`src/design/lmsd_pkg.sv`:
```
// ----------------------------------------------------------------------------
// lmsd_pkg
// Shared types, constants and helpers for the 8x8 LED matrix scan driver.
// ----------------------------------------------------------------------------
package lmsd_pkg;

    localparam int LMS_ROWS      = 8;
    localparam int LMS_ROW_W     = $clog2(LMS_ROWS);
    localparam int LMS_COL_W     = 8;

    localparam int LMS_S_DATA_W  = 16;
    localparam int LMS_M_DATA_W  = 24;
    localparam int LMS_CFG_IDX_W = 3;
    localparam int LMS_CFG_DAT_W = 1;

    typedef enum logic [1:0] {
        FUNC_WRITE = 2'd0,
        FUNC_SHOW  = 2'd1,
        FUNC_TICK  = 2'd2,
        FUNC_CLEAR = 2'd3
    } func_t;

    typedef enum logic [LMS_CFG_IDX_W-1:0] {
        CFG_TRANSPOSE_ENABLE    = 3'd0,
        CFG_ROW_ORDER_REVERSED  = 3'd1,
        CFG_COLUMN_ORDER_KEPT   = 3'd2,
        CFG_COLUMNS_ACTIVE_HIGH = 3'd3,
        CFG_ROWS_ACTIVE_LOW     = 3'd4
    } cfg_index_t;

    typedef logic [LMS_COL_W-1:0] row_byte_t;
    typedef row_byte_t [LMS_ROWS-1:0] frame_t;

    function automatic row_byte_t bit_rev8(input row_byte_t v);
        row_byte_t t0;
        row_byte_t t1;
        row_byte_t t2;
        t0 = ((v  & 8'hF0) >> 4) | ((v  & 8'h0F) << 4);
        t1 = ((t0 & 8'hCC) >> 2) | ((t0 & 8'h33) << 2);
        t2 = ((t1 & 8'hAA) >> 1) | ((t1 & 8'h55) << 1);
        return t2;
    endfunction

endpackage

```
`src/design/led_matrix_scan_driver_8x8_unit.sv`:
```
// ----------------------------------------------------------------------------
// led_matrix_scan_driver_8x8_unit
// Row-multiplexed scan driver for an 8x8 LED matrix with staged frame updates.
// ----------------------------------------------------------------------------
// Usage:
//   s_* channel carries requests: write a staging row, show the staged frame,
//   advance the scan by one row (tick) or clear the framebuffer.
//   m_* channel returns one result per request: row pin levels, column pin
//   levels and the active scan row, taken after the request is applied.
//   cfg_* is a plain write port for the orientation and polarity registers;
//   write it only while no request is in flight.
// Timing:
//   a request is registered in the input register on accept, and its result
//   is registered in the result register, which raises m_tvalid, when the
//   request advances. One request per cycle is sustained while m_tready
//   stays high; the path from input register to result register is a single
//   pass of wiring (transpose, bit reversal) and one row select.
// Reset:
//   framebuffer cleared, scan at row 0 and not started, no result valid,
//   polarity registers at columns active high and rows active low.
// Stall:
//   when m_tready is low the result is held; one more request is buffered in
//   the input register, then s_tready drops until the result is taken.
// ----------------------------------------------------------------------------
module led_matrix_scan_driver_8x8_unit
    import lmsd_pkg::*;
(
    input  logic                     aclk,
    input  logic                     aresetn,

    input  logic                     s_tvalid,
    output logic                     s_tready,
    // func [1:0], row_index [4:2], row_bits [12:5], zero [15:13]
    input  logic [LMS_S_DATA_W-1:0]  s_tdata,

    output logic                     m_tvalid,
    input  logic                     m_tready,
    // row_drive [7:0], column_drive [15:8], active_row [18:16], zero [23:19]
    output logic [LMS_M_DATA_W-1:0]  m_tdata,

    input  logic                     cfg_wr_en,
    input  logic [LMS_CFG_IDX_W-1:0] cfg_index,
    input  logic [LMS_CFG_DAT_W-1:0] cfg_wr_data
);

    // configuration
    logic transpose_enable_reg;
    logic row_order_reversed_reg;
    logic column_order_kept_reg;
    logic columns_active_high_reg;
    logic rows_active_low_reg;

    // input register
    logic                 in_valid_reg;
    func_t                in_func_reg;
    logic [LMS_ROW_W-1:0] in_row_index_reg;
    row_byte_t            in_row_bits_reg;

    // block state
    frame_t               staging_reg;
    frame_t               staging_next;
    frame_t               framebuffer_reg;
    frame_t               framebuffer_next;
    logic [LMS_ROW_W-1:0] scan_row_reg;
    logic [LMS_ROW_W-1:0] scan_row_next;
    logic                 scan_started_reg;
    logic                 scan_started_next;
    row_byte_t            column_latch_reg;
    row_byte_t            column_latch_next;

    // result register
    logic                    out_valid_reg;
    logic [LMS_M_DATA_W-1:0] out_data_reg;
    logic [LMS_M_DATA_W-1:0] out_data_next;

    logic      advance;
    frame_t    work;
    frame_t    shown;
    row_byte_t row_sel;
    row_byte_t row_pins;
    row_byte_t lit;
    row_byte_t col_pins;

    assign advance  = in_valid_reg && (!out_valid_reg || m_tready);
    assign s_tready = !in_valid_reg || advance;
    assign m_tvalid = out_valid_reg;
    assign m_tdata  = out_data_reg;

    always_ff @(posedge aclk) begin
        if (!aresetn) begin
            transpose_enable_reg    <= 1'b0;
            row_order_reversed_reg  <= 1'b0;
            column_order_kept_reg   <= 1'b0;
            columns_active_high_reg <= 1'b1;
            rows_active_low_reg     <= 1'b1;
        end else if (cfg_wr_en) begin
            unique case (cfg_index)
                CFG_TRANSPOSE_ENABLE:    transpose_enable_reg    <= cfg_wr_data[0];
                CFG_ROW_ORDER_REVERSED:  row_order_reversed_reg  <= cfg_wr_data[0];
                CFG_COLUMN_ORDER_KEPT:   column_order_kept_reg   <= cfg_wr_data[0];
                CFG_COLUMNS_ACTIVE_HIGH: columns_active_high_reg <= cfg_wr_data[0];
                CFG_ROWS_ACTIVE_LOW:     rows_active_low_reg     <= cfg_wr_data[0];
                default: ;
            endcase
        end
    end

    // show path: transpose, row order, column order
    always_comb begin
        for (int r = 0; r < LMS_ROWS; r++) begin
            for (int c = 0; c < LMS_ROWS; c++) begin
                work[r][LMS_ROWS-1-c] = transpose_enable_reg ? staging_reg[c][LMS_ROWS-1-r]
                                                             : staging_reg[r][LMS_ROWS-1-c];
            end
        end
        for (int r = 0; r < LMS_ROWS; r++) begin
            row_byte_t src;
            src = row_order_reversed_reg ? work[LMS_ROWS-1-r] : work[r];
            shown[r] = column_order_kept_reg ? src : bit_rev8(src);
        end
    end

    always_comb begin
        staging_next      = staging_reg;
        framebuffer_next  = framebuffer_reg;
        scan_row_next     = scan_row_reg;
        scan_started_next = scan_started_reg;
        column_latch_next = column_latch_reg;
        if (advance) begin
            unique case (in_func_reg)
                FUNC_WRITE: staging_next[in_row_index_reg] = in_row_bits_reg;
                FUNC_SHOW:  framebuffer_next = shown;
                FUNC_TICK: begin
                    // 3-bit counter wraps modulo the row count
                    scan_row_next     = scan_row_reg + 1'b1;
                    scan_started_next = 1'b1;
                    column_latch_next = framebuffer_reg[scan_row_next];
                end
                FUNC_CLEAR: framebuffer_next = '0;
                default: ;
            endcase
        end
    end

    // pin levels from the updated scan state
    always_comb begin
        row_sel       = scan_started_next ? row_byte_t'(1) << scan_row_next : '0;
        row_pins      = rows_active_low_reg ? ~row_sel : row_sel;
        lit           = scan_started_next ? column_latch_next : '0;
        col_pins      = columns_active_high_reg ? lit : ~lit;
        out_data_next = {{(LMS_M_DATA_W-LMS_ROW_W-2*LMS_COL_W){1'b0}},
                         scan_row_next, col_pins, row_pins};
    end

    always_ff @(posedge aclk) begin
        if (!aresetn) begin
            in_valid_reg     <= 1'b0;
            out_valid_reg    <= 1'b0;
            framebuffer_reg  <= '0;
            scan_row_reg     <= '0;
            scan_started_reg <= 1'b0;
            column_latch_reg <= '0;
        end else begin
            if (s_tready) begin
                in_valid_reg <= s_tvalid;
            end
            if (advance) begin
                out_valid_reg <= 1'b1;
            end else if (m_tready) begin
                out_valid_reg <= 1'b0;
            end
            framebuffer_reg  <= framebuffer_next;
            scan_row_reg     <= scan_row_next;
            scan_started_reg <= scan_started_next;
            column_latch_reg <= column_latch_next;
        end
    end

    always_ff @(posedge aclk) begin
        if (s_tready && s_tvalid) begin
            in_func_reg      <= func_t'(s_tdata[1:0]);
            in_row_index_reg <= s_tdata[4:2];
            in_row_bits_reg  <= s_tdata[12:5];
        end
        if (advance) begin
            out_data_reg <= out_data_next;
        end
        staging_reg <= staging_next;
    end

endmodule
```
`config.mk`:
```
export PLATFORM = sky130hd
export DESIGN_NAME = led_matrix_scan_driver_8x8_unit
export DESIGN_NICKNAME = d
export VERILOG_FILES = /design/src/design/lmsd_pkg.sv /design/src/design/led_matrix_scan_driver_8x8_unit.sv
export SDC_FILE = /design/constraint.sdc
export NUM_CORES = 1
export LEC_CHECK = 0
export BUFFER_PORTS_ARGS = -buffer_cell sky130_fd_sc_hd__buf_2
export CORE_UTILIZATION = 23
export DETAILED_ROUTE_END_ITERATION = 6
export GPL_ROUTABILITY_DRIVEN = 0
export GPL_TIMING_DRIVEN = 0
export SLEW_MARGIN = 5
export SYNTH_ARGS = -nofsm -noshare
export SYNTH_HDL_FRONTEND = slang
export SYNTH_SLANG_ARGS = --single-unit
```
`constraint.sdc`:
```
create_clock -name aclk -period 4.64 [get_ports aclk]
set_clock_uncertainty 0.15 [all_clocks]
set_input_delay 0.464 -clock aclk [delete_from_list [all_inputs] [get_ports aclk]]
set_output_delay 0.464 -clock aclk [all_outputs]
set_load 0.05 [all_outputs]
```
==> flow_results.org, run 1 <==
** Clocking
- In this run, CTS created clock tree buffers numbering 17.
- Gates resized during post-CTS repair numbered 0.
- Clock tree from TritonCTS :: yes
- Insertion delay of the later-clocked pin in the worst-skew pair :: approximately 0.45 ns
- H-tree levels :: 4
- In this run, post-CTS hold repair placed 0 buffers.
- TritonCTS sink count :: ~180
- Clock-pin slew was measured on the worst setup and hold paths at 0.08 ns.
- CTS root buf :: sky130_fd_sc_hd__clkbuf_16
- Post-CTS Repair Setup Buffers :: 0
- Maximum root-to-sink buffer count :: 2

** Place
- Timing analysis after detailed placement gives a worst setup slack of slightly below 2 ns.
- Including well taps, the total number of placed cells is 1,372.
- Port buffer count :: slightly above 40
- Post-detail-place hpwl :: 19,320 um
- Summing all placed instances gives a cell area of between 9000 and 10,000 um2.

** Power and ir drop
- Internal power :: between 2000 and 2500 uW
- IR drop worst, VDD :: between 0.2 and 0.3 mV
- Power per cell area :: about 320 nW/um2
- Of the total power, the share spent switching nets is between 20% and 30%.
- Proportion of power drawn by flip-flops and latches :: 51.2%
- Of the total power, the clock network draws 41.5%.
- The share of total power dissipated in combinational logic is under 10%.
- Net switching power :: ~870 uW
- In this run the static leakage power is about 0.0033 uW.

** STA
- The worst path meets setup with between 1.5 and 2 ns of slack.
- Shortest clock period the worst path allows after layout :: between 2 and 3 ns
- Worst slew margin relative to its limit :: between 20% and 30%
- The final critical path takes up between 50% and 60% of the cycle.
- Static timing analysis puts the maximum clock frequency at 367.3 MHz.
- Unrepaired setup endpoints after global routing :: no
- For the final routed database, the setup TNS stands at 0 ns.
- At the pin with the least slew margin, the transition time is about 1.1 ns.
- Number of failing setup endpoints in the final timing report :: 0
- The final max-slew violation count is 0.
- Final hold violation count :: 0

** Floorplanning
- Measured along the x axis, the die boundary spans about 200 um.
- The die covers between 40,000 and 50,000 um2.
- Cell row count :: 72
- just over 50 I/O pins were placed.
- Once the floorplan was initialized, standard cells occupied 23.34% of the core.
- Vertical die dimension :: 200.0 um
- Area of the core :: approximately 39,000 um2

** Finish
- Fraction of final layout cells with drive strength greater than 1 :: about a fifth
- Compared with the post-synthesis result, the final layout area differs by 15.90%.
- Final design area excluding fillers :: 10,450 um2
- In the final design database the tool counted between 800 and 900 nets.
- Counting the fill cells in the layout gives around 4,000.
- Final standard cell count with taps included and fillers excluded :: around 1,400
- The repair_antennas step left the layout with diodes totalling 0.

** Run status
- Status :: finished, final reports clean

** Critical path
- Worst Path Max Fanout :: 8
- The worst setup path is of the reg2reg kind.
- Data arrives at the worst endpoint at 2.64 ns.
- Critical Path Sink Type :: flip-flop
- The worst setup path is launched from a flip-flop.
- In this run the register-to-register setup slack is approximately 1.9 ns.
- At the worst endpoint, the required time is ~4.6 ns.

** Synth
- Seq/Total Area, Yosys :: between 50% and 60%
- Gate count after technology mapping :: ~810
- Post-synth cell types :: 44
- Warnings, synthesis :: 0
- In this run the cell area of the synthesized design comes to between 9000 and 10,000 um2.
- After synthesis the netlist holds a flip-flop and latch count of roughly 180.
- The average instance in the mapped netlist occupies 11.15 um2.

** Route
- For this block, the via count after detailed routing is 6,685.
- Routed wire per std cell :: around 18 um
- First-pass iteration count of the detailed router :: 6
- In the routed layout, each cell is associated on average with a via count of 4.761.
- ANT nets after route :: 0
- After the first detailed-routing iteration, the DRC count stood at approximately 750.
- Wires add up to roughly 25,000 um.
- Detailed-route DRC error count :: 0

** Job
- Total of max-cap violations :: 0

** Global routing
- Entering global routing, the biggest net connects 20 pins.
- The via count of the first global-routing pass was 6,270.
- Global routing finished with a remaining overflow of 0.
- Initial antenna violation count :: 1
- The first global-routing pass estimated a little under 40,000 um of wire.
- In the global route stage, overall resource usage came out at 13.13%.

** Hold path
- The worst hold path belongs to the class in2reg.
-- synth_stat cells --
cell	count	area, um2
sky130_fd_sc_hd__nor3_1	2	10.01
sky130_fd_sc_hd__conb_1	1	3.750
sky130_fd_sc_hd__nand4_1	1	6.260
sky130_fd_sc_hd__o21ai_1	23	115.1
sky130_fd_sc_hd__buf_6	2	22.52
sky130_fd_sc_hd__or2_2	1	6.260
sky130_fd_sc_hd__clkbuf_4	1	7.510
sky130_fd_sc_hd__o221ai_1	12	105.1
sky130_fd_sc_hd__buf_8	1	15.01
sky130_fd_sc_hd__or3_1	1	6.260
sky130_fd_sc_hd__and2b_1	1	7.510
sky130_fd_sc_hd__o21ai_0	21	105.1
sky130_fd_sc_hd__buf_4	10	75.07
sky130_fd_sc_hd__dfxtp_1	83	1662
sky130_fd_sc_hd__nor2_1	39	146.4
sky130_fd_sc_hd__nand2b_1	7	43.79
sky130_fd_sc_hd__mux2_2	33	371.6
sky130_fd_sc_hd__clkbuf_1	37	138.9
sky130_fd_sc_hd__mux4_2	16	360.4
sky130_fd_sc_hd__a221o_1	32	320.3
sky130_fd_sc_hd__a21boi_0	1	7.510
sky130_fd_sc_hd__o21ai_2	8	70.07
sky130_fd_sc_hd__or2_1	1	6.260
sky130_fd_sc_hd__a32oi_1	12	105.1
sky130_fd_sc_hd__o22ai_1	24	150.1
sky130_fd_sc_hd__a22o_1	8	70.07
sky130_fd_sc_hd__xor2_1	1	8.760
sky130_fd_sc_hd__and2_4	1	8.760
sky130_fd_sc_hd__nand2b_4	1	13.76
sky130_fd_sc_hd__edfxtp_1	96	2883
sky130_fd_sc_hd__buf_1	1	3.750
sky130_fd_sc_hd__and3_1	2	12.51
sky130_fd_sc_hd__a21oi_1	25	125.1
sky130_fd_sc_hd__nor2b_1	37	231.5
sky130_fd_sc_hd__and2_1	51	319.1
sky130_fd_sc_hd__buf_2	20	100.1
sky130_fd_sc_hd__o31ai_1	1	7.510
sky130_fd_sc_hd__nand3_1	12	60.06
sky130_fd_sc_hd__xnor2_1	19	166.4
sky130_fd_sc_hd__o21a_1	3	22.52
sky130_fd_sc_hd__mux2i_1	64	640.6
sky130_fd_sc_hd__ha_1	1	12.51
sky130_fd_sc_hd__nand2_1	68	255.2
sky130_fd_sc_hd__a22oi_1	28	210.2
-- worst paths after layout --
check | startpoint | to | depth (start not counted)
worst max-delay path | in_func_reg[0]$_DFFE_PP_ | staging_reg[0]$_DFFE_PP_ | 4
worst min-delay path | s_tdata[8] | in_row_bits_reg[3]$_DFFE_PP_ | 1
worst max register to register | in_func_reg[0]$_DFFE_PP_ | staging_reg[0]$_DFFE_PP_ | 4
worst min register to register | framebuffer_reg[10]$_SDFFE_PN0P_ | framebuffer_reg[10]$_SDFFE_PN0P_ | 2
-- placed cells by master (no fill, tap or decap), types with 8 or more instances in the layout --
cell,instances
sky130_fd_sc_hd__and2_1,51
sky130_fd_sc_hd__buf_4,10
sky130_fd_sc_hd__mux2i_1,64
sky130_fd_sc_hd__clkbuf_1,38
sky130_fd_sc_hd__edfxtp_1,96
sky130_fd_sc_hd__buf_2,61
sky130_fd_sc_hd__nand2_1,68
sky130_fd_sc_hd__o221ai_1,12
sky130_fd_sc_hd__nand3_1,12
sky130_fd_sc_hd__o21ai_0,21
sky130_fd_sc_hd__o21ai_1,23
sky130_fd_sc_hd__a21oi_1,25
sky130_fd_sc_hd__o22ai_1,24
sky130_fd_sc_hd__a22o_1,8
sky130_fd_sc_hd__dfxtp_1,83
sky130_fd_sc_hd__xnor2_1,19
sky130_fd_sc_hd__a221o_1,32
sky130_fd_sc_hd__a32oi_1,12
sky130_fd_sc_hd__nor2_1,39
sky130_fd_sc_hd__mux4_2,16
sky130_fd_sc_hd__mux2_2,33
sky130_fd_sc_hd__nor2b_1,37
sky130_fd_sc_hd__a22oi_1,28
sky130_fd_sc_hd__o21ai_2,8
sky130_fd_sc_hd__clkbuf_16,17
-- worst max-delay path, stage by stage, from the launching register on --
cell and delay, ns:
sky130_fd_sc_hd__edfxtp_1 0.39, sky130_fd_sc_hd__and2b_1 0.30, sky130_fd_sc_hd__nand2_1 0.20, sky130_fd_sc_hd__or3_1 0.42, sky130_fd_sc_hd__nor3_1 0.87
-- power groups by stage --
stage / logic (uW) / registers, uW / clock network, uW
final: 246 / 1720 / 1400
after global routing: 265 / 1730 / 1490
after CTS: 245 / 1720 / 1420
after detailed placement: 244 / 1760 / 0
after global placement: 242 / 1760 / 0
after floorplan: 154 / 1770 / 0
-- cells by family after synthesis --
| kind of cell | Yosys count | synth area share (%) |
|---|---|---|
| adders and majority gates | 1 | 0.1387 |
| other | 1 | 0.04158 |
| buffers and inverters | 72 | 4.023 |
| and+or+nand+nor | 225 | 12.57 |
| DFF | 179 | 50.39 |
| muxes | 113 | 15.22 |
| AOI/OAI and AO/OA | 198 | 15.68 |
| xor gates and xnor gates | 20 | 1.942 |
-- cell type report --
class,instances,area [um2],area share [%]
buffer,72,362.8,3.471
clock buffer,18,429.2,4.106
clock inverter,14,131.4,1.257
multi-input combinational,562,4131,39.53
sequential,179,4544,43.48
tap,518,648.1,6.201
timing repair buffer,41,205.2,1.963
-- metal layers --
metal / track usage (%) / up-vias / part of all wire, %
met5: 0 / - / 0
met4: 4.976 / 0 / 2.2
met3: 2.957 / 41 / 7.5
met2: 19.06 / 286 / 43
met1: 18.80 / 3203 / 47
li1: - / 3155 / -
-- per-stage QoR --
stage / hold WS (ns) / total power, uW / utilization (%)
floorplan: 0.3252 / 1921 / -
global placement: 0.3400 / 2002 / 25.58
detailed placement: 0.3489 / 2005 / 25.60
CTS: 0.02209 / 3390 / 27.05
global route: 0.02143 / 3478 / 27.05
finish: 0.03463 / 3367 / 27.05
Power figures use the tool's default switching activity.
==> inputs of run 2 (changes only) <==
clock period = 2.2 ns   (was 4.64 ns; I/O delays follow)
==> flow_results.org, run 2 (synthesis gave the netlist of run 1 again) <==
** Clocking
- Clock transition at the registers of the reported paths :: ~0.080 ns
- Counting along the longest clock path gives a buffer depth of 2.
- The H-tree was split into 4 levels.
- The tree is rooted in a sky130_fd_sc_hd__clkbuf_16.
- TritonCTS built the clock tree.
- Insertion delay of the later-clocked pin in the worst-skew pair :: 0.45 ns
- Clock tree synthesis inserted a total of 17 buffers.
- TritonCTS sink count :: between 150 and 200

** Global routing
- The number of antenna violations at the first check in global routing came to 1.
- The total overflow left after global routing is 0.
- Global routing consumed, over all layers together, a little over an eighth of the routing resources.
- Wire length of the first global-routing pass :: roughly 39,000 um
- Via count of the first global-routing pass :: between 6,000 and 7,000
- Maximum number of pins on one net before global-route repair :: 20

** Place
- Port buffer count :: between 40 and 50
- Setup slack after placement :: -0.5367 ns
- Placed instance count :: between 1,000 and 1,500
- After legalization and detailed placement, the total HPWL measured 19,380 um.

** Route
- Wires add up to approximately 26,000 um.
- First-pass iteration count of the detailed router :: 5
- Iter 0 DRT Violations :: 764
- Routed via count :: 6,872
- ANT nets after route :: 0
- In the final routed layout, each cell accounts on average for roughly 18 um.
- After detailed routing, the number of vias per cell comes to just under 5.
- In the routed design, unresolved DRC markers number 0.

** Floorplanning
- Measured along the x axis, the die boundary spans roughly 200 um.
- Die area :: around 40,000 um2
- Cell row count :: 72
- Vertical die dimension :: about 200 um
- Area of the core :: approximately 39,000 um2
- Effective utilization at floorplan :: roughly a quarter
- Pin placement for this block handled 51 I/O pins.

** STA
- The number of failing hold endpoints at the final stage is 0.
- The tightest hold path in the finished design has a slack of roughly 0.033 ns.
- Setup repair after global routing could not meet its margin everywhere.
- Final worst slack :: -0.07816 ns
- Of the available clock period, the critical path in the final layout requires 103.6%.
- Final Slew Violations :: 0
- Final total negative setup slack :: -0.6831 ns
- Shortest clock period the worst path allows after layout :: ~2.3 ns
- Headroom to the max-slew limit came out at 41.73%.
- For the pin with the worst max-slew slack, the measured transition is 0.8740 ns.
- Timing would allow up to between 400 and 500 MHz.
- Setup violations remaining at the end of the flow were counted as 19.

** Finish
- Diode insertion count for antenna repair :: 0
- Leaving out fill and tap cells, the most frequent cells in the layout are sky130_fd_sc_hd__edfxtp_1 (96), sky130_fd_sc_hd__dfxtp_1 (81), sky130_fd_sc_hd__nand2_1 (68).
- The finished layout holds 1,428 standard cells, fillers aside.
- Area growth from synthesis to layout :: 22.34%
- Final core utilization :: between 20% and 30%
- Number of nets in the layout :: about 920
- Fraction of final layout cells with drive strength greater than 1 :: between 20% and 30%
- Most common cell after layout, fill and taps aside :: sky130_fd_sc_hd__edfxtp_1

** Power and ir drop
- IR drop worst, VDD :: 0.5213 mV
- In this run the static leakage power is 0.003533 uW.
- Power spread over the standard cell area amounts to ~650 nW/um2.

** Critical path
- The worst setup path is captured at a flip-flop.
- Beginning of the worst register-to-register path :: in_func_reg[0]$_DFFE_PP_
- At the worst endpoint, the arrival time is 2.29 ns.
- For the worst flop-to-flop path, the logic depth is 5.
- Setup slack on the worst flop-to-flop path :: -0.08 ns
- Required time reported for the critical path endpoint :: approximately 2.2 ns
- By startpoint and endpoint, the worst setup path is classified as reg2reg.
- Reg2Reg Capture Point :: staging_reg[1]$_DFFE_PP_
- The worst setup path is launched from a flip-flop.
- Along the worst path, the maximum fanout reaches 8.

** Hold path
- Min-Delay Path Class :: in2reg
- The startpoint identified for the worst hold timing path is cfg_index[0].
- Number of instances on the worst hold path :: 4
- For hold timing, the worst endpoint is column_order_kept_reg$_SDFFE_PN0P_.

** Job
- Across the run, the number of max-cap violations was 0.

** Run status
- Violated checks :: negative setup slack
- The run finished, with violations left.
## run 2: cell types whose count changed in the layout (fill, tap and decap cells not counted), moves of 3 or more
| cell | change |
|---|---|
| sky130_fd_sc_hd__buf_6 | +3 |
| sky130_fd_sc_hd__mux2i_4 | +7 |
| sky130_fd_sc_hd__nor2_2 | +5 |
| sky130_fd_sc_hd__nor2_4 | +3 |
| sky130_fd_sc_hd__dlygate4sd3_1 | +20 |
| sky130_fd_sc_hd__buf_12 | +6 |
| sky130_fd_sc_hd__clkbuf_1 | -12 |
| sky130_fd_sc_hd__clkbuf_2 | +12 |
| sky130_fd_sc_hd__buf_2 | -3 |
| sky130_fd_sc_hd__nor2_1 | -8 |
| sky130_fd_sc_hd__mux2i_1 | -18 |
| sky130_fd_sc_hd__mux2i_2 | +11 |
## run 2: worst max path at each step
stage | startpoint | to | slack (ns)
3_3_place_gp | in_func_reg[0]$_DFFE_PP_ | staging_reg[10]$_DFFE_PP_ | -0.47
3_5_place_dp | in_func_reg[0]$_DFFE_PP_ | staging_reg[10]$_DFFE_PP_ | -0.54
5_1_grt | in_func_reg[0]$_DFFE_PP_ | staging_reg[0]$_DFFE_PP_ | -0.13
6_report | in_func_reg[0]$_DFFE_PP_ | staging_reg[1]$_DFFE_PP_ | -0.08
4_1_cts | in_func_reg[0]$_DFFE_PP_ | staging_reg[47]$_DFFE_PP_ | -0.21
2_1_floorplan | m_tvalid$_SDFFE_PN0P_ | in_func_reg[0]$_DFFE_PP_ | 0.06
## run 2: cell type report
type	instances	area, um2
multi-input combinational	562	4353
fill	3985	27610
clock inverter	14	133.9
clock buffer	18	429.2
sequential	179	4552
buffer	72	431.7
tap	518	648.1
timing repair buffer	65	485.5
## run 2: worst max-delay path, cell delays in order, from the launching register on
cell and delay (ns):
sky130_fd_sc_hd__edfxtp_1 0.38, sky130_fd_sc_hd__and2b_2 0.29, sky130_fd_sc_hd__nand2_1 0.18, sky130_fd_sc_hd__or3_1 0.54, sky130_fd_sc_hd__nor3_4 0.29, sky130_fd_sc_hd__buf_12 0.16
## run 2: power by group
| group | leakage [uW] | internal [uW] | total (uW) | switching, uW |
|---|---|---|---|---|
| combinational | 0.00172 | 225 | 573 | 348 |
| clock | 0.000276 | 1510 | 2950 | 1450 |
| sequential | 0.00154 | 3580 | 3640 | 61.6 |
| total | 0.00353 | 5310 | 7170 | 1860 |
## run 2: repair_timing
| action | 4_1_cts | 5_1_grt |
|---|---|---|
| gates resized for setup | 25 | 61 |
| hold buffers | 20 | 0 |
| pin swaps | 0 | 5 |
| setup endpoints to repair | 95 | 116 |
| buffers inserted | 0 | 4 |
| hold endpoints to repair | 19 | 0 |
## run 2: metrics by stage
stage / total power (uW) / instance area (um2)
after detailed placement: 4228 / 9892
after global routing: 7395 / 11030
after global placement: 4221 / 9892
after floorplan: 4051 / 9039
after CTS: 7197 / 10750
final: 7166 / 11030
## run 2: metal layers
layer / GRT usage [%] / vias to the layer above / wire length [um]
li1: - / 3211 / -
met1: 18.87 / 3345 / 12220
met2: 19.75 / 282 / 11530
met3: 2.806 / 34 / 1900
met4: 4.778 / 0 / 580
met5: 0 / - / 0
